--- config.mk ---
export PLATFORM = sky130hd
export DESIGN_NAME = llci_log2
export DESIGN_NICKNAME = d
export VERILOG_FILES = /design/src/hw/rtl/llci_pkg.sv /design/src/hw/rtl/llci_log2.sv
export SDC_FILE = /design/constraint.sdc
export NUM_CORES = 2
export LEC_CHECK = 0
export BUFFER_PORTS_ARGS = -buffer_cell sky130_fd_sc_hd__buf_2
export CAP_MARGIN = 15
export CORE_MARGIN = 2
export CORE_UTILIZATION = 35
export DETAILED_ROUTE_END_ITERATION = 12
export SYNTH_ARGS = -nofsm -noshare
export SYNTH_HDL_FRONTEND = slang
export SYNTH_SLANG_ARGS = --single-unit
--- constraint.sdc ---
create_clock -name clk -period 10.7 [get_ports clk]
set_input_delay 0.535 -clock clk [delete_from_list [all_inputs] [get_ports clk]]
set_output_delay 0.535 -clock clk [all_outputs]
set_load 0.02 [all_outputs]
--- src/hw/rtl/llci_pkg.sv ---
`timescale 1ns / 1ps
// ----------------------------------------------------------------------------
// llci_pkg
// Shared types, codes and constant tables of the log-linear curve interpolator.
// ----------------------------------------------------------------------------
package llci_pkg;

  // Table geometry
  localparam int MAX_NODES = 16;
  localparam int ADDR_W    = $clog2(MAX_NODES);
  localparam int CNT_W     = $clog2(MAX_NODES + 1);

  // Fixed-point geometry
  localparam int LOG_FRAC  = 24;
  localparam int EXP_STEPS = 24;
  localparam int DIV_STEPS = 16;

  // Item kinds
  localparam logic [1:0] KIND_CLEAR  = 2'd0;
  localparam logic [1:0] KIND_APPEND = 2'd1;
  localparam logic [1:0] KIND_QUERY  = 2'd2;
  localparam logic [1:0] KIND_UNUSED = 2'd3;

  // Result status codes
  localparam logic [2:0] ST_OK     = 3'd0;
  localparam logic [2:0] ST_BEFORE = 3'd1;
  localparam logic [2:0] ST_BEYOND = 3'd2;
  localparam logic [2:0] ST_EMPTY  = 3'd3;
  localparam logic [2:0] ST_REJECT = 3'd4;

  // One stored node
  typedef struct packed {
    logic [31:0] horizon;
    logic [63:0] value;
    logic [31:0] lg2;
  } node_t;

  localparam int NODE_W = $bits(node_t);

  typedef logic [EXP_STEPS-1:0][31:0] exp2_tab_t;

  // Integer square root, bit pair at a time
  function automatic logic [63:0] isqrt64(input logic [63:0] x_in);
    logic [63:0] x;
    logic [63:0] res;
    logic [63:0] bt;
    integer i;
    x   = x_in;
    res = 64'd0;
    bt  = 64'h4000_0000_0000_0000;
    for (i = 0; i < 32; i++) begin
      if (bt > x) bt = bt >> 2;
    end
    for (i = 0; i < 32; i++) begin
      if (bt != 64'd0) begin
        if (x >= res + bt) begin
          x   = x - (res + bt);
          res = (res >> 1) + bt;
        end else begin
          res = res >> 1;
        end
        bt = bt >> 2;
      end
    end
    return res;
  endfunction

  // Q1.31 factors 2^(2^-k), k = 1..24, by repeated square roots
  function automatic exp2_tab_t exp2_table();
    exp2_tab_t t;
    logic [63:0] c;
    integer k;
    c = isqrt64(64'h8000_0000_0000_0000);
    for (k = 0; k < EXP_STEPS; k++) begin
      t[k] = c[31:0];
      c    = isqrt64(c << 31);
    end
    return t;
  endfunction

  localparam exp2_tab_t EXP2_C = exp2_table();

endpackage

--- src/hw/rtl/llci_log2.sv ---
`timescale 1ns / 1ps
// ----------------------------------------------------------------------------
// llci_log2
// Iterative base-2 log of a nonzero Q48.16 value into signed Q7.24,
// one fraction bit per cycle by repeated squaring.
// ----------------------------------------------------------------------------
module llci_log2 (
  input  logic        clk,
  input  logic        rst,
  input  logic        start,
  input  logic [63:0] operand,
  output logic        done,
  output logic [31:0] result
);

  localparam int LOG_STEPS_LAST = llci_pkg::LOG_FRAC - 1;

  logic        busy;
  logic        norm;
  logic [4:0]  step;
  logic [5:0]  top;
  logic [63:0] val;
  logic [31:0] x;
  logic [23:0] frac;

  logic [5:0]  top_next;
  logic [63:0] shifted;
  logic [63:0] sq;
  logic [32:0] sq_sh;

  // Find the leading one
  always_comb begin
    top_next = 6'd0;
    for (int i = 0; i < 64; i++) begin
      if (operand[i]) top_next = 6'(i);
    end
  end

  // Normalize to Q1.31 and square
  assign shifted = val << (6'd63 - top);
  assign sq      = 64'(x) * 64'(x);
  assign sq_sh   = sq[63:31];

  // Control: normalize, then one squaring per cycle
  always_ff @(posedge clk) begin
    if (rst) begin
      busy <= 1'b0;
      norm <= 1'b0;
      done <= 1'b0;
    end else begin
      done <= 1'b0;
      if (start) begin
        norm <= 1'b1;
      end else if (norm) begin
        norm <= 1'b0;
        busy <= 1'b1;
      end else if (busy && step == 5'(LOG_STEPS_LAST)) begin
        busy <= 1'b0;
        done <= 1'b1;
      end
    end
  end

  // Datapath
  always_ff @(posedge clk) begin
    if (start) begin
      top <= top_next;
      val <= operand;
    end else if (norm) begin
      x    <= shifted[63:32];
      step <= 5'd0;
      frac <= 24'd0;
    end else if (busy) begin
      step <= step + 5'd1;
      if (sq_sh[32]) begin
        x    <= sq_sh[32:1];
        frac <= {frac[22:0], 1'b1};
      end else begin
        x    <= sq_sh[31:0];
        frac <= {frac[22:0], 1'b0};
      end
    end
  end

  assign result = {8'({2'b00, top}) - 8'd16, frac};

endmodule

==> flow_metrics.tcl <==
set metrics [dict create \
    overflow 0 \
    critPathCaptureType "register" \
    cts_tree "yes" \
    max_freq_ghz 0.106 \
    synth_fa_ha_area_frac 0.526 \
    synthArstFlopShare 0 \
    setup_ws_ns 1.24 \
    crit_slowest_cell "edfxtp_1" \
    place_area_sq_mm 0.0392 \
    initial_core_util 0.353 \
    cts_hold_buf 0 \
    critical_path_arrival_ns 9.76 \
    drc 0 \
    synth.distinct_cells 71 \
    yosysTopAreaCell "fa_1" \
    dp_worst_setup_slack_ns 1.23 \
    drv_cap 0 \
    slowest_delay_ns 1.02 \
    clockBufferDepth 2 \
    cts_inserted_buffers 17 \
    netlist_instances 3869 \
    mappedNetlistArea_sq_mm 0.0372 \
    setup_violations 0 \
    dp_hpwl_um 79300 \
    rows 119 \
    clock_sinks 134 \
    cp-start-kind "register" \
    antenna_found_initial 0 \
    nets 5019 \
    max_slew.worst_pin.slew_ns 1.20 \
    place.gp.congestion 0.905 \
    dr.pass1.iters 5 \
    clockRootBuffer "clkbuf_16" \
    initialDrtViolationCount 1611 \
    die_w_um 330 \
    synth_edf_count 131 \
    synth_fp_nets 5016 \
    grt_max_degree 74 \
    grt_pass1_vias 28200 \
    synth_top_family_by_area "adder cells" \
    synth_most_common_cell "inv_1" \
    insertion_delay_ns 0.45 \
    vias 26000 \
    diodes 0 \
    synthMuxAreaShare 0.0574 \
    syn_to_final_growth_pct 6.80 \
    drive_gt1_frac 0.0775 \
    die_y_um 330 \
    ys_ff_latch 134 \
    tns_ns 0 \
    grt_setup_unrepaired "false" \
    min_period_over_period 0.884 \
    slew_headroom 0.197 \
    fin_util 0.377 \
    coreArea_sq_mm 0.105 \
    cts.repair.resized 0 \
    synth_area_leaders "fa_1 43%, edfxtp_1 11%, inv_1 10%, ha_1 9.2%, nand2_1 3.7%" \
    synth_xor_area_frac 0.0115 \
    grt_first_pass_wirelength_um 157000 \
    skew_ns 0.0125 \
    wl_um 97300 \
    critical_path_peak_fanout 21 \
    status "finished clean" \
    dieArea_sq_mm 0.109 \
    route.antenna.remaining_nets 0 \
    port_buffers 99 \
    fillCellCount 10700 \
    post_cts_buffers 0 \
    synth_compound_area_frac 0.0623 \
    synth_warnings 0 \
    clk_pin_slew_ns 0.07 \
    hold_class "in -> reg" \
    synth-main-ff-cell "edfxtp_1" \
    vias_per_cell 4.93 \
    finalHoldViolCount 0 \
    grt.total_usage 0.186 \
    drv_slew 0 \
    final_area_sq_mm 0.0397 \
    syn_area_per_cell_sq_um 9.62 \
    final_period_minus_worst_setup_slack_ns 9.46 \
    synth_commonest_cells "1,007 x inv_1, 806 x fa_1, 369 x nand2_1" \
    synthSimpleGateAreaFrac 0.114 \
    htreeDepth 4 \
    wire_per_inst_um 18.4 \
    ios 100 \
    synthDominantCellAreaShare 0.434 \
    critical_path_class "reg -> reg" \
    cp.required_ns 10.99 \
    ys_seq_area_frac 0.107 \
]
-- kinds of logic (layout without fill, tap and decap cells) --
kind of cell	Yosys count	count (layout)
AOI/OAI and AO/OA	358	358
buffers and inverters	1189	1205
and+or+nand+nor	908	908
xor gates and xnor gates	49	49
muxes	151	151
adders and majority gates	1080	1080
DFF	134	134
-- through the flow --
| stage | hold WS (ns) | cells |
|---|---|---|
| 2_1_floorplan | 0.470 | 3869 |
| 3_3_place_gp | 0.488 | 5243 |
| 3_5_place_dp | 0.496 | 5243 |
| 4_1_cts | 0.266 | 5275 |
| 5_1_grt | 0.270 | 5276 |
| 6_report | 0.278 | 5276 |
-- cells in the final DEF, fill, tap and decap left out, drive strengths merged, types with 14 or more instances in the layout --
master,netlist,layout
mux4,46,46
and2,195,195
a21oi,85,85
ha,274,274
nor3,29,29
mux2i,67,67
o21ai,105,105
nand2,369,369
clkbuf,139,17
nor2b,42,42
nand4,14,14
nor2,184,184
nor4,15,15
or2,14,14
a21o,26,26
xor2,17,17
o211ai,27,27
edfxtp,131,131
buf,31,154
a211oi,18,18
o22ai,16,16
inv,1012,1021
xnor2,32,32
mux2,38,38
fa,806,806
nand3,29,29
-- flip-flops by register name (all words and copies together) (netlist names) --
name,flops
norm,1
done,1
x,32
top,6
frac,24
step,5
busy,1
val,64
-- routing by layer --
layer,track usage,vias to the layer above,routed length [um],share of wire
met5,0,-,0,0
met4,0.0498,0,2700,0.028
met3,0.0137,125,4250,0.044
met2,0.321,720,48300,0.50
met1,0.253,13400,42000,0.43
li1,-,11800,-,-
-- critical path, delay by kind of cell, from the launching register on --
kind,cells,cell delay (ns)
DFF,1,1.02
adders and majority gates,9,4.31
AOI/OAI and AO/OA,7,2.13
and+or+nand+nor,4,1.09
buffers and inverters,9,0.75
-- area by class of cell --
cell class                      instances  area (sq um)  share of cell area
Timing Repair Buffer                  154           916              0.0230
Tap cell                             1391          1740              0.0438
Clock inverter                         15           136             0.00343
Clock buffer                           17           425              0.0107
Sequential cell                       134          4000               0.101
Inverter                             1019          3820              0.0963
Multi-Input combinational cell       2546         28700               0.722
-- path summary, 6_finish.rpt --
path	from	endpoint	slack [ns]	cells past startpoint
worst max-delay path	x[3]$_DFFE_PP_	x[24]$_DFFE_PP_	1.24	29
worst min-delay path	operand[0]	val[0]$_DFFE_PP_	0.28	1
worst max register to register	x[3]$_DFFE_PP_	x[24]$_DFFE_PP_	1.24	29
worst min register to register	busy$_SDFFE_PP0P_	done$_SDFF_PP0_	0.51	1
Power is left out: the tool's default activity adds up to more than one toggle a clock period on the data nets, which glitch-free logic cannot reach.
