===== src/hw/rtl/llci_pkg.sv =====
`timescale 1ns / 1ps
// ----------------------------------------------------------------------------
// llci_pkg
// Shared types, codes and constant tables of the log-linear curve interpolator.
// ----------------------------------------------------------------------------
package llci_pkg;

  // Table geometry
  localparam int MAX_NODES = 16;
  localparam int ADDR_W    = $clog2(MAX_NODES);
  localparam int CNT_W     = $clog2(MAX_NODES + 1);

  // Fixed-point geometry
  localparam int LOG_FRAC  = 24;
  localparam int EXP_STEPS = 24;
  localparam int DIV_STEPS = 16;

  // Item kinds
  localparam logic [1:0] KIND_CLEAR  = 2'd0;
  localparam logic [1:0] KIND_APPEND = 2'd1;
  localparam logic [1:0] KIND_QUERY  = 2'd2;
  localparam logic [1:0] KIND_UNUSED = 2'd3;

  // Result status codes
  localparam logic [2:0] ST_OK     = 3'd0;
  localparam logic [2:0] ST_BEFORE = 3'd1;
  localparam logic [2:0] ST_BEYOND = 3'd2;
  localparam logic [2:0] ST_EMPTY  = 3'd3;
  localparam logic [2:0] ST_REJECT = 3'd4;

  // One stored node
  typedef struct packed {
    logic [31:0] horizon;
    logic [63:0] value;
    logic [31:0] lg2;
  } node_t;

  localparam int NODE_W = $bits(node_t);

  typedef logic [EXP_STEPS-1:0][31:0] exp2_tab_t;

  // Integer square root, bit pair at a time
  function automatic logic [63:0] isqrt64(input logic [63:0] x_in);
    logic [63:0] x;
    logic [63:0] res;
    logic [63:0] bt;
    integer i;
    x   = x_in;
    res = 64'd0;
    bt  = 64'h4000_0000_0000_0000;
    for (i = 0; i < 32; i++) begin
      if (bt > x) bt = bt >> 2;
    end
    for (i = 0; i < 32; i++) begin
      if (bt != 64'd0) begin
        if (x >= res + bt) begin
          x   = x - (res + bt);
          res = (res >> 1) + bt;
        end else begin
          res = res >> 1;
        end
        bt = bt >> 2;
      end
    end
    return res;
  endfunction

  // Q1.31 factors 2^(2^-k), k = 1..24, by repeated square roots
  function automatic exp2_tab_t exp2_table();
    exp2_tab_t t;
    logic [63:0] c;
    integer k;
    c = isqrt64(64'h8000_0000_0000_0000);
    for (k = 0; k < EXP_STEPS; k++) begin
      t[k] = c[31:0];
      c    = isqrt64(c << 31);
    end
    return t;
  endfunction

  localparam exp2_tab_t EXP2_C = exp2_table();

endpackage


===== src/hw/rtl/llci_exp2.sv =====
`timescale 1ns / 1ps
// ----------------------------------------------------------------------------
// llci_exp2
// Iterative exp2 of a signed Q7.24 log into unsigned Q48.16: one constant
// factor per fraction bit, then a final shift by the integer part.
// ----------------------------------------------------------------------------
module llci_exp2 (
  input  logic        clk,
  input  logic        rst,
  input  logic        start,
  input  logic [31:0] lg2,
  output logic        done,
  output logic [63:0] result
);

  localparam int STEP_LAST = llci_pkg::EXP_STEPS - 1;

  logic        busy;
  logic        fin;
  logic [4:0]  step;
  logic [31:0] m;
  logic [23:0] f;
  logic [7:0]  n;

  logic signed [32:0] e;
  logic [63:0]        prod;
  logic [63:0]        shifted;

  // Bias the log by sixteen, clamp at zero
  assign e    = signed'({lg2[31], lg2}) + 33'sd268435456;
  assign prod = 64'(m) * 64'(llci_pkg::EXP2_C[step]);

  // Scale by the integer part
  always_comb begin
    if (n >= 8'd63) begin
      shifted = '1;
    end else if (n >= 8'd31) begin
      shifted = 64'(m) << (n - 8'd31);
    end else begin
      shifted = 64'(m) >> (8'd31 - n);
    end
  end

  // Control
  always_ff @(posedge clk) begin
    if (rst) begin
      busy <= 1'b0;
      fin  <= 1'b0;
      done <= 1'b0;
    end else begin
      done <= 1'b0;
      fin  <= 1'b0;
      if (start) begin
        busy <= 1'b1;
      end else if (busy && step == 5'(STEP_LAST)) begin
        busy <= 1'b0;
        fin  <= 1'b1;
      end else if (fin) begin
        done <= 1'b1;
      end
    end
  end

  // Mantissa iteration and final shift
  always_ff @(posedge clk) begin
    if (start) begin
      m    <= 32'h8000_0000;
      step <= 5'd0;
      if (e[32]) begin
        n <= 8'd0;
        f <= 24'd0;
      end else begin
        n <= e[31:24];
        f <= e[23:0];
      end
    end else if (busy) begin
      step <= step + 5'd1;
      f    <= {f[22:0], 1'b0};
      if (f[23]) m <= prod[62:31];
    end else if (fin) begin
      result <= shifted;
    end
  end

endmodule

===== config.mk =====
export PLATFORM = sky130hd
export DESIGN_NAME = llci_exp2
export DESIGN_NICKNAME = d
export VERILOG_FILES = /design/src/hw/rtl/llci_pkg.sv /design/src/hw/rtl/llci_exp2.sv
export SDC_FILE = /design/constraint.sdc
export NUM_CORES = 2
export LEC_CHECK = 0
export BUFFER_PORTS_ARGS = -buffer_cell sky130_fd_sc_hd__buf_2
export CAP_MARGIN = 5
export CORE_ASPECT_RATIO = 1.25
export CORE_MARGIN = 2
export CORE_UTILIZATION = 50
export CTS_CLUSTER_DIAMETER = 60
export DETAILED_ROUTE_END_ITERATION = 10
export PLACE_DENSITY = 0.66
export RECOVER_POWER = 50
export SYNTH_ARGS = -nofsm -noshare
export SYNTH_HDL_FRONTEND = slang
export SYNTH_SLANG_ARGS = --single-unit

===== constraint.sdc =====
create_clock -name clk -period 9.13 [get_ports clk]
set_input_delay 0.4565 -clock clk [delete_from_list [all_inputs] [get_ports clk]]
set_output_delay 0.4565 -clock clk [all_outputs]
set_load 0.02 [all_outputs]

==> results.yml <==
job:
  drv_cap: 4
finish:
  synthToLayoutAreaGrowth_pct: 5.17
  drive_above_1_share_pct: 5.10
  nets: 5963
  final_common_cell: "inv_1"
  final_cell_mix: "inv_1, fa_1, nand2_1"
global_routing:
  grt_overflow: 0
  track_usage_pct: 30.7
  grt_first_pass_wirelength_um: 208000
  grt_max_degree: 88
  antenna_found_initial: 2
  grt_pass1_vias: 36048
sta:
  worst_pin_slew_ns: 3.28
  rsz0062_at_grt: "no"
  min_period_ns: 8.84
  setup_violations: 0
  tns_ns: 0
  hold_viol: 0
  relSlewSlack_pct: -119
  fmax_ghz: 0.113
  final.setup_skew_ns: 0.0140
  fin_crit_sh_pct: 96.8
  drv_slew: 193
logic_synthesis:
  synthesis.nets: 6048
  synth_top_cell_area_share_pct: 40.1
  async_flop_share_pct: 0
  synth.avg_cell_area_um2: 8.86
  yosys.cell_types.count: 75
  synthCells: 4856
  synth-seq-cells: 166
  synthFlopType: "edfxtp_1"
  synth.area.top_cells: "fa_1, ha_1, and2_1"
  yosys_warnings: 0
  synth_edf_count: 96
  syn_area_um2: 43000
  yosysTopAreaCell: "fa_1"
  synth-seq-area-share_pct: 9.96
routing:
  drt_iter0_markers: 3247
  vias: 34026
  drtAntennaViolNets: 0
  wl_um: 132000
  wire_per_inst_um: 22.4
  firstDrtPassIters: 6
  drt-vias-per-instance: 5.78
  drc: 0
worst_setup_path:
  worstPathMaxFanout: 17
  required_ns: 9.46
  cp-start-kind: "flop"
  endpoint_kind: "flop"
  arrival_ns: 9.17
  ff2ff_setup_slack_ns: 0.29
  criticalPathCategory: "flop to flop"
cts:
  cts_tree: "yes"
  ctsResizeCount: 0
  numCtsBuffers: 17
  clock_latency_ns: 0.45
  cts_htree_levels: 4
  root_buffer: "clkbuf_16"
  ctsHoldBuffers: 0
  clk_path_buf_depth: 2
  path_clk_slew_ns: 0.07
  cts_setup_buffers: 0
  clock-sinks: 166
floorplan:
  die_x_um: 266
  start_util_pct: 50.4
  pin_count: 100
  die_h_um: 332
  core_area_um2: 85400
  fp-row-count: 120
  die-area_um2: 88400
hold_path:
  hp-class: "input port to flop"
place:
  portBuffers: 99
  place_congestion: 0.986
  hpwl_um: 101000
run_status:
  violations: "capacitance limit, slew limit"
  outcome: "complete, but fails checks"
==> layout make-up <==
type                            instances  area, um^2
Inverter                              921        3460
Sequential cell                       166        4290
Fill cell                            7943       40200
Clock inverter                         13         161
Clock buffer                           19         443
Antenna cell                            2        5.00
Timing Repair Buffer                  229        1460
Multi-Input combinational cell       3436       34100
Tap cell                             1098        1370
==> synthesized netlist by cell type (7+ instances only) <==
library cell,number
and2_1,583
nand2_1,634
and3_1,15
mux4_2,8
buf_1,17
nor2_1,136
or2_2,10
xnor2_1,20
nand3_1,54
inv_1,915
a21o_1,27
o21bai_1,13
ha_1,294
o2bb2ai_1,24
o21ai_0,125
o211ai_1,32
nor4_1,7
edfxtp_1,96
clkbuf_1,294
mux2i_1,99
o22ai_1,13
buf_2,17
o21a_1,10
nand2b_1,10
a211oi_1,20
nand4_1,28
a31oi_1,26
nor3_1,44
a221o_1,17
mux2_2,9
o221ai_1,23
a21oi_1,159
xor2_1,18
o311ai_0,9
fa_1,863
dfxtp_1,70
nor2b_1,17
==> worst max-delay path, cell delays in order (launching register included) <==
cell	delay, ns
dfxtp_1	0.98
buf_4	0.46
and2_1	0.20
fa_1	0.47
fa_1	0.52
inv_1	0.05
fa_1	0.48
fa_1	0.52
inv_1	0.06
fa_1	0.56
fa_1	0.45
fa_1	0.50
inv_1	0.06
fa_1	0.47
inv_1	0.05
ha_1	0.38
nand4_1	0.22
nor3_1	0.53
o211ai_1	0.18
a31oi_1	0.52
o2111ai_2	0.28
a211oi_1	0.38
nor4_1	0.11
a211o_1	0.29
==> metrics by stage <==
step / cells / worst slack [ns] / area [um^2] / utilization, % / hold slack, ns
floorplan: 4856 / 1.94 / 43000 / - / 0.437
global placement: 5849 / 0.454 / 44700 / 52.4 / 0.505
detailed placement: 5849 / 0.426 / 44700 / 52.4 / 0.510
CTS: 5881 / 0.389 / 45300 / 53.1 / 0.170
global route: 5882 / 0.0504 / 45300 / 53.0 / 0.189
finish: 5884 / 0.290 / 45300 / 53.0 / 0.199
==> path summary, 6_finish.rpt <==
path | start | end | cells past startpoint
worst min register to register | fin$_SDFF_PP0_ | done$_SDFF_PP0_ | 2
worst min-delay path | rst | busy$_SDFFE_PP0P_ | 2
worst max-delay path | m[17]$_SDFFE_PP0P_ | m[28]$_SDFFE_PP0P_ | 23
worst max register to register | m[17]$_SDFFE_PP0P_ | m[28]$_SDFFE_PP0P_ | 23
==> layer usage <==
| metal | share of wire [%] | up-vias | track usage (%) |
|---|---|---|---|
| li1 | - | 14806 | - |
| met1 | 37 | 17258 | 38.1 |
| met2 | 49 | 1532 | 52.0 |
| met3 | 6.7 | 428 | 3.36 |
| met4 | 7.0 | 2 | 17.6 |
| met5 | 0.0083 | - | 0 |
==> logic make-up (layout without fill, tap and decap cells) <==
family / count (synthesis) / after routing / share of synthesized area [%]
xor gates and xnor gates: 42 / 42 / 0.925
muxes: 116 / 116 / 2.96
buffers and inverters: 1254 / 1182 / 11.0
other: 0 / 2 / 0
adders and majority gates: 1157 / 1157 / 48.7
and+or+nand+nor: 1560 / 1560 / 18.0
AOI/OAI and AO/OA: 561 / 561 / 8.44
DFF: 166 / 166 / 9.96
Power is left out: the tool's default activity adds up to more than one toggle a clock period on the data nets, which glitch-free logic cannot reach.
