### src/hw/rtl/llci_ram.sv
`timescale 1ns / 1ps
// ----------------------------------------------------------------------------
// llci_ram
// Generic single-write, single-read RAM with registered read data.
// ----------------------------------------------------------------------------
module llci_ram #(
  parameter int WIDTH = 8,
  parameter int DEPTH = 16
) (
  input  logic                     clk,
  input  logic                     we,
  input  logic [$clog2(DEPTH)-1:0] waddr,
  input  logic [WIDTH-1:0]         wdata,
  input  logic [$clog2(DEPTH)-1:0] raddr,
  output logic [WIDTH-1:0]         rdata
);

  logic [WIDTH-1:0] mem [DEPTH];

  // Write port and registered read port
  always_ff @(posedge clk) begin
    if (we) mem[waddr] <= wdata;
    rdata <= mem[raddr];
  end

endmodule

### config.mk
export PLATFORM = sky130hd
export DESIGN_NAME = llci_ram
export DESIGN_NICKNAME = d
export VERILOG_FILES = /design/src/hw/rtl/llci_ram.sv
export SDC_FILE = /design/constraint.sdc
export NUM_CORES = 1
export LEC_CHECK = 0
export BUFFER_PORTS_ARGS = -buffer_cell sky130_fd_sc_hd__buf_2
export CAP_MARGIN = 0
export CORE_MARGIN = 2
export CORE_UTILIZATION = 50
export CTS_BUF_LIST = sky130_fd_sc_hd__clkbuf_2 sky130_fd_sc_hd__clkbuf_4 sky130_fd_sc_hd__clkbuf_8
export CTS_CLUSTER_DIAMETER = 100
export DETAILED_ROUTE_END_ITERATION = 10
export PLACE_DENSITY = 0.67
export SKIP_CTS_REPAIR_TIMING = 1
export SYNTH_ARGS = -nofsm -noshare
export SYNTH_HDL_FRONTEND = slang
export SYNTH_SLANG_ARGS = --single-unit
### constraint.sdc
create_clock -name clk -period 2.1 [get_ports clk]
set_input_delay 0.42 -clock clk [delete_from_list [all_inputs] [get_ports clk]]
set_output_delay 0.42 -clock clk [all_outputs]
set_load 0.02 [all_outputs]
==> results.toml, run 1 <==
[status]
outcome = "finished, final reports clean"

[worst_setup_path]
cp_max_fo = 1
cp_num_cells = 1
crit_arrival_ps = 980
path_class = "register to primary output"
cp.buffers_inverters = 1
max_stage_delay_ps = 370
critPathSlowestCell = "dfxtp_1"
critPathTopFamily = "flip-flops"
end_kind = "primary output"
cp_data_required_time_ps = 1680
cp_cell_sequence = "buf_2"
reg2reg_depth = 3
worst_setup_path_start_kind = "register"

[die]
die_height_um = 105.5
core_region_area_mm2 = 0.01014
die-area_mm2 = 0.01112
io-pin-count = 26
num_rows = 37
initial_utilization = 0.5077
die-width_um = 105.5

[hold_path]
hp-class = "primary input to register"
holdPathStages = 1

[layout]
regArea_mm2 = 0.004004
layout_commonest_cell = "edfxtp_1"
multiInputGateArea_mm2 = 0.001057
drive_gt1_frac = 0.3232
final_area_mm2 = 0.005939
final_cell_mix = "edfxtp_1 (128), buf_2 (25), mux4_2 (18), buf_4 (18), clkbuf_8 (17)"
final_nets = 302
syn2layout_area_growth_pct = 15.39
nFillCells = 741
num_antenna_cells = 0
final_cells = 433

[cts]
ctsHtreeMaxLevel = 4
cts.path.max_buffers = 2
cts-buffers-inserted = 17
tritoncts = "done"
root_buffer = "clkbuf_8"
cts.sinks = 136
clk_latency_ps = 420
clk_pin_slew_worst_paths_ps = 70

[global_route]
globalRouteMet2Util = 0.2917
grt_pass1_wl_um = 13940
top_usage_layer = "met2"
grt_pass1_vias = 2472
grtUsageMet3 = 0.05380
met1_usage = 0.2297
grt_max_degree = 27
grt_usage = 0.1805
globalRoute.totalOverflow = 0
antenna_found_initial = 0

[power]
p_int_w = 0.004211
sw_frac_of_total = 0.2178
ir_drop_mv = 0.3572
clkPwrFrac = 0.379
combPwrFrac = 0.055
power-per-cell-area_mw_per_mm2 = 906.3
seqPwrFrac = 0.566
power.leakage_nw = 1.997
p_total_w = 0.005383
p_switching_w = 0.001172

[synthesis]
netlist_instances = 229
synth_area_mm2 = 0.005147
syn-mean-instance-area_um2 = 22.48
synth_seq_cells = 136
yosys.cell_types.count = 19
yosysSeqAreaShare = 0.7778
yosysWarnings = 0
synth_nets = 247

[sta]
rsz0062_at_grt = "no"
drv_slew = 0
max-slew-margin-rel = 0.7138
fin_crit_ps = 1405
setup_viol = 0
skew_ps = 6.692
max_freq_mhz = 712.0
tns_ps = 0
tightestPinTransition_ps = 429.3
fin_ws_ps = 695.4
fin_crit_sh = 0.6688
report.final.hold_viol_count = 0

[place]
place_congestion = 0.7442
dpl_cell_area_mm2 = 0.005552
placed_cells = 401
dpl.hpwl_um = 5780
place_ws_ps = 230.4
io_buffers = 25

[routing]
drt_drc_violations_left = 0
routed_via_density = 5.527
first_pass_iters = 4
first_iter_violations = 140
routed_wl_um = 9177
ant_nets = 0
vias = 2393
avgRoutedWirePerCell_um = 21.19

[job]
drv_cap = 0
-- cells in the mapped netlist, drive strengths merged --
cell           number  share of area
mux4               32           0.15
buf                 7          0.011
nor3                4         0.0039
or3b                1         0.0017
dfxtp               8          0.031
nand2               9         0.0066
and2b               1         0.0015
a22oi              16          0.023
and2                1         0.0012
nand2b              2         0.0024
nand3b              2         0.0029
nand3               1        0.00097
edfxtp            128           0.75
clkdlybuf4s25       3         0.0058
nor2b               1         0.0012
nor2               13         0.0095
-- metal layers --
layer,vias to the layer above,share of wire
li1,1082,-
met1,1227,0.42
met2,67,0.51
met3,17,0.054
met4,0,0.019
met5,-,0
-- cell type report --
type	count	area share
Timing Repair Buffer	46	0.05393
Sequential cell	136	0.6741
Clock inverter	15	0.02591
Clock buffer	17	0.03939
Multi-Input combinational cell	83	0.1780
Tap cell	136	0.02865
-- power by group through the flow --
stage / Sequential, W / Combinational, W / Clock, W
after floorplan: 0.00313 / 0.000154 / 0
after global placement: 0.00311 / 0.000298 / 0
after detailed placement: 0.00311 / 0.000304 / 0
after CTS: 0.00305 / 0.000305 / 0.00209
after global routing: 0.00305 / 0.000322 / 0.00220
final: 0.00305 / 0.000298 / 0.00204
-- flip-flops by register name, indices dropped and copies added (netlist names) --
| register | count |
|---|---|
| rdata | 8 |
| mem | 128 |
-- cell families (layout without fill, tap and decap cells) --
kind of cell	count (synthesis)	in the layout	synth area share
buffers and inverters	10	78	0.01677
muxes	32	32	0.1502
DFF	136	136	0.7778
AOI/OAI and AO/OA	16	16	0.02334
and+or+nand+nor	35	35	0.03184
-- through the flow --
| step | util | hold WS (ps) |
|---|---|---|
| detailed placement | 0.5476 | 661.4 |
| finish | 0.5858 | 367.4 |
| global route | 0.5858 | 360.2 |
| floorplan | - | 518.9 |
| global placement | 0.5476 | 655.6 |
| CTS | 0.5858 | 346.8 |
-- path summary, 6_finish.rpt --
path	startpoint	to	slack [ps]
setup reg to reg	mem[9][4]	rdata[4]	710
hold reg to reg	mem[15][7]	rdata[7]	680
setup / recovery	rdata[6]	rdata[6]	700
hold / removal	wdata[7]	mem[4][7]	370
Note: power is estimated with default switching activity, not from simulation.
==> inputs of run 2 (changes only) <==
--- a/config.mk
+++ b/config.mk
@@ -12,7 +12,7 @@
 export CTS_BUF_LIST = sky130_fd_sc_hd__clkbuf_2 sky130_fd_sc_hd__clkbuf_4 sky130_fd_sc_hd__clkbuf_8
 export CTS_CLUSTER_DIAMETER = 100
 export DETAILED_ROUTE_END_ITERATION = 10
-export PLACE_DENSITY = 0.67
+export PLACE_DENSITY = 0.7
 export SKIP_CTS_REPAIR_TIMING = 1
 export SYNTH_ARGS = -nofsm -noshare
 export SYNTH_HDL_FRONTEND = slang
==> constraint.sdc (replaced) <==
create_clock -name clk -period 1.19 [get_ports clk]
set_input_delay 0.238 -clock clk [delete_from_list [all_inputs] [get_ports clk]]
set_output_delay 0.238 -clock clk [all_outputs]
set_load 0.02 [all_outputs]
==> run 2 against run 1 <==
  * The flow now finishes with violations (setup timing)
  * Count of clock-buffer cells in the layout grew 1
  * Final cell count grew 2.3%
  * Combinational power grew 110%
  * Sequential cell count is the same
  * Clock power grew 92%
  * Non-clock buffer count grew 10
==> results.toml, run 2 (synthesis results as in run 1) <==
[status]
outcome = "finished with violations"
violations = "setup timing"

[power]
seqPwrFrac = 0.543
power-per-cell-area_mw_per_mm2 = 1593
combPwrFrac = 0.063
clkPwrFrac = 0.394
ir_drop_mv = 0.6907
p_switching_w = 0.002138
p_int_w = 0.007781
sw_frac_of_total = 0.2156
power.leakage_nw = 2.068

[worst_setup_path]
rr_endpoint = "rdata[5]"
worst_setup_path_start_kind = "register"
crit_arrival_ps = 1600
r2r_slack_ps = -100
cp_max_fo = 1
rr_startpoint = "mem[15][5]"
cp_data_required_time_ps = 1490
max_stage_delay_ps = 500
critPathTopFamily = "multiplexers"
end_kind = "register"
reg2reg_depth = 3
cp.buffers_inverters = 0
cp_cell_sequence = "mux4_2, a22oi_2, nand2_1"
path_class = "register to register"
critPathSlowestCell = "mux4_2"

[routing]
vias = 2491
first_pass_iters = 4
drt_drc_violations_left = 0
routed_via_density = 5.623
first_iter_violations = 136
avgRoutedWirePerCell_um = 21.32
ant_nets = 0
routed_wl_um = 9445

[die]
num_rows = 37
die_height_um = 105.5
die-width_um = 105.5
die-area_mm2 = 0.01112
core_region_area_mm2 = 0.01014
initial_utilization = 0.5077
io-pin-count = 26

[sta]
max-slew-margin-rel = 0.3953
fin_ws_ps = -100.6
max_freq_mhz = 774.8
setup_viol = 8
drv_slew = 0
report.final.hold_viol_count = 0
tightestPinTransition_ps = 905.3
rsz0062_at_grt = "yes"
skew_ps = 5.310
holdWs_ps = 201.3
fin_crit_sh = 1.085
fin_crit_ps = 1291

[cts]
cts.sinks = 136
cts-buffers-inserted = 17
tritoncts = "done"
clk_pin_slew_worst_paths_ps = 80
root_buffer = "clkbuf_8"
ctsHtreeMaxLevel = 4
cts.path.max_buffers = 2
clk_latency_ps = 420

[global_route]
grt_pass1_vias = 2608
globalRoute.totalOverflow = 0
grt_usage = 0.1884
grt_pass1_wl_um = 14810
grt_max_degree = 17
antenna_found_initial = 0

[hold_path]
hp-class = "primary input to register"
worstHoldStart = "wdata[1]"
holdPathEnd = "mem[12][1]"
holdPathStages = 1

[place]
place_ws_ps = -452.5
io_buffers = 25
dpl_cell_area_mm2 = 0.005764
dpl.hpwl_um = 6249
place_congestion = 0.7962

[layout]
largest_reg_flops = 128
syn2layout_area_growth_pct = 20.98
num_antenna_cells = 0
largestRegisters = "mem x128, rdata x8"
final_area_mm2 = 0.006227
final_cell_mix = "edfxtp_1 (128), mux4_2 (32), buf_4 (22)"
layout_commonest_cell = "edfxtp_1"
postLayoutCoreUtil = 0.6142
drive_gt1_frac = 0.4593
top_register = "mem"
nFillCells = 713
final_nets = 312

[job]
drv_cap = 0
run 2: cell count changes in the layout (fill, tap and decap cells not counted), moves of 8 or more:
cell | before | now
buf_12 | 3 | 13
mux4_1 | 14 | 0
mux4_2 | 18 | 32
nor2_1 | 13 | 5
nor2_2 | 0 | 8
run 2: per-layer routing:
metal,track usage,part of all wire,vias to the layer above,wire length [um]
li1,-,-,1090,-
met1,0.2454,0.42,1316,3959
met2,0.3028,0.52,75,4865
met3,0.04762,0.050,10,476
met4,0.08286,0.015,0,143
met5,0,0,-,0
run 2: worst register-to-register path, stage by stage, from the launching register on:
cell and delay [ps]:
edfxtp_1 370, mux4_2 500, a22oi_2 200, nand2_1 100
run 2: per-stage QoR:
stage               instances  power [W]  TNS, ps
CTS                       443   0.009959   -895.9
global route              443    0.01024   -835.2
global placement          411   0.006081   -24300
detailed placement        411   0.006099   -26900
floorplan                 229   0.005824    -4870
finish                    443   0.009919   -391.5
run 2: worst max path at each step:
stage | cells past startpoint | to | from | slack (ps)
2_1_floorplan | 2 | mem[0][0] | waddr[2] | -150
5_1_grt | 3 | rdata[5] | mem[15][5] | -150
3_3_place_gp | 5 | rdata[5] | raddr[0] | -440
4_1_cts | 3 | rdata[5] | mem[15][5] | -190
6_report | 3 | rdata[5] | mem[15][5] | -100
3_5_place_dp | 5 | rdata[5] | raddr[0] | -450
run 2: power by group through the flow:
| stage | combinational, W | sequential, W | clock [W] |
|---|---|---|---|
| finish | 0.000627 | 0.00538 | 0.00391 |
| global route | 0.000674 | 0.00539 | 0.00417 |
| CTS | 0.000611 | 0.00538 | 0.00397 |
| detailed placement | 0.000610 | 0.00549 | 0 |
| global placement | 0.000596 | 0.00548 | 0 |
| floorplan | 0.000306 | 0.00552 | 0 |
run 2: final cells by class:
class | count | area (um^2) | area share
multi-input cells | 83 | 1101 | 0.1768
well taps | 136 | 170.2 | 0.02733
clock buffers | 18 | 247.7 | 0.03978
clock inverters | 14 | 171.4 | 0.02753
flip-flops and latches | 136 | 4006 | 0.6434
repair buffers | 56 | 530.5 | 0.08519
