--- config.mk ---
export PLATFORM = sky130hd
export DESIGN_NAME = llci_div
export DESIGN_NICKNAME = d
export VERILOG_FILES = /design/src/hw/rtl/llci_pkg.sv /design/src/hw/rtl/llci_div.sv
export SDC_FILE = /design/constraint.sdc
export NUM_CORES = 1
export LEC_CHECK = 0
export ABC_AREA = 1
export BUFFER_PORTS_ARGS = -buffer_cell sky130_fd_sc_hd__buf_2
export CELL_PAD_IN_SITES_DETAIL_PLACEMENT = 2
export CELL_PAD_IN_SITES_GLOBAL_PLACEMENT = 2
export CORE_MARGIN = 5
export CORE_UTILIZATION = 34
export CTS_BUF_LIST = sky130_fd_sc_hd__clkbuf_2 sky130_fd_sc_hd__clkbuf_4 sky130_fd_sc_hd__clkbuf_8
export DETAILED_ROUTE_END_ITERATION = 12
export PLACE_DENSITY = 0.83
export SLEW_MARGIN = 20
export SYNTH_ARGS = -nofsm -noshare
export SYNTH_HDL_FRONTEND = slang
export SYNTH_SLANG_ARGS = --single-unit
--- constraint.sdc ---
create_clock -name clk -period 2.3 [get_ports clk]
set_input_delay 0.115 -clock clk [delete_from_list [all_inputs] [get_ports clk]]
set_output_delay 0.115 -clock clk [all_outputs]
set_load 0.01 [all_outputs]
--- src/hw/rtl/llci_pkg.sv ---
`timescale 1ns / 1ps
// ----------------------------------------------------------------------------
// llci_pkg
// Shared types, codes and constant tables of the log-linear curve interpolator.
// ----------------------------------------------------------------------------
package llci_pkg;

  // Table geometry
  localparam int MAX_NODES = 16;
  localparam int ADDR_W    = $clog2(MAX_NODES);
  localparam int CNT_W     = $clog2(MAX_NODES + 1);

  // Fixed-point geometry
  localparam int LOG_FRAC  = 24;
  localparam int EXP_STEPS = 24;
  localparam int DIV_STEPS = 16;

  // Item kinds
  localparam logic [1:0] KIND_CLEAR  = 2'd0;
  localparam logic [1:0] KIND_APPEND = 2'd1;
  localparam logic [1:0] KIND_QUERY  = 2'd2;
  localparam logic [1:0] KIND_UNUSED = 2'd3;

  // Result status codes
  localparam logic [2:0] ST_OK     = 3'd0;
  localparam logic [2:0] ST_BEFORE = 3'd1;
  localparam logic [2:0] ST_BEYOND = 3'd2;
  localparam logic [2:0] ST_EMPTY  = 3'd3;
  localparam logic [2:0] ST_REJECT = 3'd4;

  // One stored node
  typedef struct packed {
    logic [31:0] horizon;
    logic [63:0] value;
    logic [31:0] lg2;
  } node_t;

  localparam int NODE_W = $bits(node_t);

  typedef logic [EXP_STEPS-1:0][31:0] exp2_tab_t;

  // Integer square root, bit pair at a time
  function automatic logic [63:0] isqrt64(input logic [63:0] x_in);
    logic [63:0] x;
    logic [63:0] res;
    logic [63:0] bt;
    integer i;
    x   = x_in;
    res = 64'd0;
    bt  = 64'h4000_0000_0000_0000;
    for (i = 0; i < 32; i++) begin
      if (bt > x) bt = bt >> 2;
    end
    for (i = 0; i < 32; i++) begin
      if (bt != 64'd0) begin
        if (x >= res + bt) begin
          x   = x - (res + bt);
          res = (res >> 1) + bt;
        end else begin
          res = res >> 1;
        end
        bt = bt >> 2;
      end
    end
    return res;
  endfunction

  // Q1.31 factors 2^(2^-k), k = 1..24, by repeated square roots
  function automatic exp2_tab_t exp2_table();
    exp2_tab_t t;
    logic [63:0] c;
    integer k;
    c = isqrt64(64'h8000_0000_0000_0000);
    for (k = 0; k < EXP_STEPS; k++) begin
      t[k] = c[31:0];
      c    = isqrt64(c << 31);
    end
    return t;
  endfunction

  localparam exp2_tab_t EXP2_C = exp2_table();

endpackage

--- src/hw/rtl/llci_div.sv ---
`timescale 1ns / 1ps
// ----------------------------------------------------------------------------
// llci_div
// Restoring divider for the Q0.16 weight (num << 16) / den, num < den,
// one quotient bit per cycle.
// ----------------------------------------------------------------------------
module llci_div (
  input  logic        clk,
  input  logic        rst,
  input  logic        start,
  input  logic [31:0] num,
  input  logic [31:0] den,
  output logic        done,
  output logic [15:0] quot
);

  localparam int STEP_LAST = llci_pkg::DIV_STEPS - 1;

  logic        busy;
  logic [3:0]  step;
  logic [31:0] rem;
  logic [31:0] dvs;
  logic [32:0] rem2;
  logic        fits;

  assign rem2 = {rem, 1'b0};
  assign fits = rem2 >= {1'b0, dvs};

  // Control
  always_ff @(posedge clk) begin
    if (rst) begin
      busy <= 1'b0;
      done <= 1'b0;
    end else begin
      done <= 1'b0;
      if (start) begin
        busy <= 1'b1;
      end else if (busy && step == 4'(STEP_LAST)) begin
        busy <= 1'b0;
        done <= 1'b1;
      end
    end
  end

  // Shift, compare, subtract
  always_ff @(posedge clk) begin
    if (start) begin
      rem  <= num;
      dvs  <= den;
      step <= 4'd0;
    end else if (busy) begin
      step <= step + 4'd1;
      quot <= {quot[14:0], fits};
      rem  <= fits ? 32'(rem2 - {1'b0, dvs}) : rem2[31:0];
    end
  end

endmodule

==> results of run 1 <==
==> metrics by stage <==
step	setup TNS, ns	instance area (sq um)	cells	setup WS, ns
2_1_floorplan	0	6250	863	0.233
3_5_place_dp	-7.87	7620	1262	-0.340
4_1_cts	-1.23	9510	1363	-0.0717
3_3_place_gp	-3.15	7620	1262	-0.138
==> synthesized netlist by cell type (all sizes together), types with 4 or more instances <==
cell / count / area share
dfxtp: 6 / 0.019
nor3: 6 / 0.0056
xnor2: 13 / 0.018
nand3: 73 / 0.064
ha: 33 / 0.066
nand4: 8 / 0.0080
inv: 168 / 0.10
a21oi: 21 / 0.017
nand2: 341 / 0.21
nand3b: 25 / 0.030
buf: 12 / 0.014
and2: 6 / 0.0060
edfxtp: 80 / 0.38
clkbuf: 4 / 0.0024
nor2: 52 / 0.035
==> logic make-up after synthesis <==
group	synth area share
adder cells (fa/ha/maj)	0.0693
XOR/XNOR	0.0196
AO/OA/AOI/OAI	0.0264
flip-flops	0.404
AND/OR/NAND/NOR	0.361
buffers and inverters	0.120
==> repair_timing <==
action,4_1_cts
hold endpoints to repair,64
gates cloned,2
hold buffers,63
endpoints found under the setup margin,33
resized for setup,182
pin swaps,57
buffers inserted,20
==> Flow_metrics.wiki, run 1 <==
{| class="wikitable"
! Metric !! Value
|-
| H-Tree Depth || 3
|-
| Syn Inst Count || 863
|-
| Post-Syn Area per Cell || 7.24 sq um
|-
| Die Span Y || 146 microns
|-
| Library cell used as clock root buffer || clkbuf_8
|-
| Number of top-level design ports || 84
|-
| Worst-path endpoint category || register input
|-
| Last stage || global routing (5_1_grt)
|-
| Routability congestion estimate from global placement || ~0.86
|-
| Effective utilization at floorplan || 0.347
|-
| Number of synthesized flops with an enable pin || 80
|-
| Standard-cell rows || 49
|-
| Most frequently used flop master after synthesis || edfxtp_1
|-
| Count of state elements after synthesis || 86
|-
| Run status || stopped before the end
|-
| Endpoint with the least setup slack after the last repair || rem[14]$_DFFE_PP_/D
|-
| Pin count of the biggest net entering global routing || 37
|-
| First error line in the log || [ERROR DPL-0033] detailed placement checks failed during check placement.
|-
| Max Root-Sink Buffers || 2
|-
| Asr flop ratio synth || 0
|-
| IO buf count || 83
|-
| Initial antenna violation count || 0
|-
| Sequential element share of the synthesized area || 0.404
|-
| Synth Warn # || 0
|-
| HPWL after detailed placement || 19400 microns
|-
| Number of buffers created by CTS || 9
|-
| Post-Synthesis Net Count || 964
|-
| Cell area after technology mapping || 6250 sq um
|-
| Horiz. Die Dim || 146 microns
|-
| Sinks on Clock Net || 86
|-
| Unique cell type count in the Yosys netlist || 35
|}
==> run 2, diff against run 1 <==
- CELL_PAD_IN_SITES_DETAIL_PLACEMENT: 2 -> default
- CELL_PAD_IN_SITES_GLOBAL_PLACEMENT: 2 -> default
- CORE_UTILIZATION: 34 -> 25
- CTS_BUF_LIST: sky130_fd_sc_hd__clkbuf_2 sky130_fd_sc_hd__clkbuf_4 sky130_fd_sc_hd__clkbuf_8 -> default
- PLACE_DENSITY: 0.83 -> default
- PLACE_DENSITY_LB_ADDON: default -> 0.15
==> Flow_metrics.wiki, run 2 <==
{| class="wikitable"
! Metric !! Value
|-
| Asr flop ratio synth || 0 (unchanged)
|-
| P per Cell Area || around 830 nW/um^2
|-
| Number of routed nets with antenna violations || 0
|-
| Highest Signal Layer || met4
|-
| Syn Inst Count || 863 (unchanged)
|-
| Max Root-Sink Buffers || 2 (unchanged)
|-
| Critical Path End || rem[24]$_DFFE_PP_
|-
| Sinks on Clock Net || 86 (unchanged)
|-
| Max_cap viols || 0
|-
| Most frequent standard cell in the layout excluding fill and tap cells || nand2_1
|-
| Met1 layer wirelength in the final routing || about 9600 microns
|-
| Sum of met2 wire segment lengths after detailed routing || about 9300 microns
|-
| Number of global-route vias before repair || between 6000 and 7000
|-
| Run status || finished with violations (was stopped before the end)
|-
| Number of buffers created by CTS || 9 (unchanged)
|-
| Post-synth top area cell || edfxtp_1 (unchanged)
|-
| Path type of the worst min-delay path || in -> reg
|-
| Total power || 8110 uW
|-
| Remaining DRCs || 0
|-
| Startpoint Class || flip-flop
|-
| Final clock period utilization by the worst path || 1.02
|-
| Top cells by count, synth || nand2_1 (334), inv_1 (166), edfxtp_1 (80), nand3_1 (66), nor2_1 (47) (unchanged)
|-
| Slack of the worst reg-to-reg path || -0.05 ns
|-
| Wire length per cell || roughly 14 microns
|-
| Final global-route overflow total || 0
|-
| Setup slack after layout || -0.0548 ns
|-
| Area of the multi-input gates || 3830 sq um
|-
| Cell area after technology mapping || 6250 sq um (unchanged)
|-
| Cells along the critical path || ha_4, nand2_2, buf_6, nor2_4, nand2_4, nor3_4, nand2_8, buf_12, nand2_8, nand2_1, nand3_1, nand2_1
|-
| Worst endpoint required time || 2.42 ns
|-
| Core outline area || 24500 sq um
|-
| Length of the first detailed-routing pass in iterations || 4
|-
| Fmax || between 400 and 500 MHz
|-
| Met3 routed wirelength || roughly 730 microns
|-
| Routability congestion estimate from global placement || 0.902 (was 0.855)
|-
| Multiplexer fraction of the synthesized cell area || 0 (unchanged)
|-
| Initial antenna violation count || 0
|-
| Post-synthesis adder-cell area fraction || 0.0693 (unchanged)
|-
| Final WL || between 15000 and 20000 microns
|-
| Clock slew at reported path FFs || 0.08 ns
|-
| Most frequently used cell type in the post-synthesis netlist || nand2_1 (unchanged)
|-
| Post-layout minimum cycle time || 2.35 ns
|-
| Number of buffers and inverters on the critical path || 2
|-
| Endpoint of the worst register-to-register path || rem[24]$_DFFE_PP_
|-
| TritonCTS clock tree || built
|-
| Cell area after placement || 7900 sq um (was 7620 sq um)
|-
| DRT iter0 DRCs || around 240
|-
| Total Die Area || 28300 sq um
|-
| Later-pin clock latency in the skew report || 0.35 ns
|-
| Worst Clk Skew || 0.0121 ns
|-
| Arrival time at the worst endpoint || 2.47 ns
|-
| Fraction of final layout cells with drive strength greater than 1 || 0.378
|-
| Main area contributors after synthesis || edfxtp_1 (38%), nand2_1 (20%), inv_1 (10%) (unchanged)
|-
| Post-Synthesis Net Count || 964 (unchanged)
|-
| Die Span Y || 168 microns (was 146 microns)
|-
| Count of state elements after synthesis || 86 (unchanged)
|-
| Highest-delay cell along the critical path || edfxtp_1
|-
| IO buf count || 83 (unchanged)
|-
| HPWL after detailed placement || 14700 microns (was 19400 microns)
|-
| Critical Path Start || rem[18]$_DFFE_PP_
|-
| Number of synthesized flops with an enable pin || 80 (unchanged)
|-
| Total of fill cells in the finished design || 2546
|-
| Post-Layout Inst Area || 9780 sq um
|-
| Area share of xor/xnor cells in the synthesized design || 0.0196 (unchanged)
|-
| Seq. cell area || around 2500 sq um
|-
| Pin count of the biggest net entering global routing || 34
|-
| Total count of max-transition violations in the final report || 0
|-
| Overall global routing resource usage || 0.138
|-
| Effective utilization at floorplan || 0.255 (was 0.347)
|-
| Via density per instance || just over 4
|-
| Worst Setup Path Type || reg -> reg
|-
| Largest voltage drop on the vdd net || just over 0.4 mV
|-
| Number of cells on the worst reg-to-reg path || 12
|-
| Number of nets in the layout || between 1000 and 1500
|-
| Commonest cells after routing, fill and taps aside || nand2_1 (268), inv_1 (151), buf_4 (125)
|-
| Slew Limit Headroom || 0.697
|-
| H-Tree Depth || 3 (unchanged)
|-
| Layout Utilization || 0.400
|-
| Total of endpoints with negative setup slack in the final report || 23
|-
| Path length in cells of the critical path || 12
|-
| Sequential element share of the synthesized area || 0.404 (unchanged)
|-
| Via total after detailed routing || 6046
|-
| Post-Syn Area per Cell || 7.24 sq um (unchanged)
|-
| Horiz. Die Dim || 168 microns (was 146 microns)
|-
| Synthesized-area fraction occupied by and/or/nand/nor cells || 0.361 (unchanged)
|-
| Number of antenna diodes || 0
|-
| Biggest regs || dvs x32, rem x32, quot x16
|-
| Area delta synth->final || 56.6%
|-
| Most frequently used flop master after synthesis || edfxtp_1 (unchanged)
|-
| Number of top-level design ports || 84 (unchanged)
|-
| Setup repair after global routing missed its margin || yes
|-
| Synth Warn # || 0 (unchanged)
|-
| Library cell used as clock root buffer || clkbuf_16 (was clkbuf_8)
|-
| Slew @ Worst Pin || 0.455 ns
|-
| Unique cell type count in the Yosys netlist || 35 (unchanged)
|-
| Wire length of the first global-routing pass || 31100 microns
|-
| Main combinational cell family by area after synthesis || simple AND/OR/NAND/NOR gates (unchanged)
|-
| Endpoint type of the worst setup path || flip-flop
|-
| Area fraction in compound gates after synthesis || 0.0264 (unchanged)
|-
| Share of the synthesized area in the top cell type || 0.385 (unchanged)
|-
| LEAKAGE || 0.00485 uW
|-
| Standard-cell rows || 57 (was 49)
|-
| Cell family contributing the most delay on the critical path || simple AND/OR/NAND/NOR gates
|-
| Final Hold Vio Count || 0
|-
| Worst reg2reg path startpoint || rem[18]$_DFFE_PP_
|-
| Crit-path max cell delay || roughly 0.47 ns
|-
| Biggest fanout along the worst timing path || 8
|-
| Violated checks || setup timing
|}
## run 2: metal layers
layer,vias up,GRT usage
met3,17,0.0204
met1,2733,0.186
met2,81,0.233
li1,3215,-
met5,-,0
met4,0,0.0321
## run 2: worst min-delay path by stage
stage                     cells after the start           endpoint  slack [ns]     from
after floorplan                               1  busy$_SDFFE_PP0P_        0.19      rst
after global placement                        2  busy$_SDFFE_PP0P_        0.29      rst
after detailed placement                      2  busy$_SDFFE_PP0P_        0.29      rst
after CTS                                     3  rem[14]$_DFFE_PP_        0.02  num[14]
after global routing                          3  rem[22]$_DFFE_PP_        0.04  num[22]
final                                         3   rem[3]$_DFFE_PP_        0.03   num[3]
## run 2: cell type report
type / instances / share of cell area
flip-flops and latches: 86 / 0.258
repair buffers: 265 / 0.211
multi-input cells: 593 / 0.392
clock buffers: 11 / 0.0281
inverters: 171 / 0.0656
well taps: 324 / 0.0414
clock inverters: 5 / 0.00422
## run 2: cells by family after synthesis
family	Yosys count
AO/OA/AOI/OAI	29
buffers and inverters	187
AND/OR/NAND/NOR	513
adder cells (fa/ha/maj)	34
XOR/XNOR	14
flip-flops	86
## run 2: metrics by stage
stage | hold WS, ns | setup TNS (ns) | setup slack, ns | std cells
final | 0.0301 | -0.590 | -0.0548 | 1455
after global routing | 0.0391 | -3.30 | -0.133 | 1455
after CTS | 0.0187 | -0.0662 | -0.0135 | 1443
after detailed placement | 0.291 | -12.60 | -0.541 | 1379
after global placement | 0.292 | -11.02 | -0.488 | 1379
after floorplan | 0.187 | 0 | 0.233 | 863
## run 2: report_power, final
group	total [uW]	internal (uW)	switching [uW]
Combinational	4420	2110	2310
Sequential	2100	1960	139
Clock	1590	881	709
## run 2: worst min-delay path: cells and delay by family
kind                   cells  cell delay [ns]
and+or+nand+nor            2             0.09
buffers and inverters      1             0.07
## run 2: timing repair
action                                 in CTS  in global routing
setup endpoints to repair                  33                 33
cloned                                      3                  3
buffers inserted                           13                  9
hold buffers                               33                  0
pin swaps                                  22                 58
endpoints found under the hold margin      34                  0
resized for setup                          76                132
Note: power is estimated with default switching activity, not from simulation.
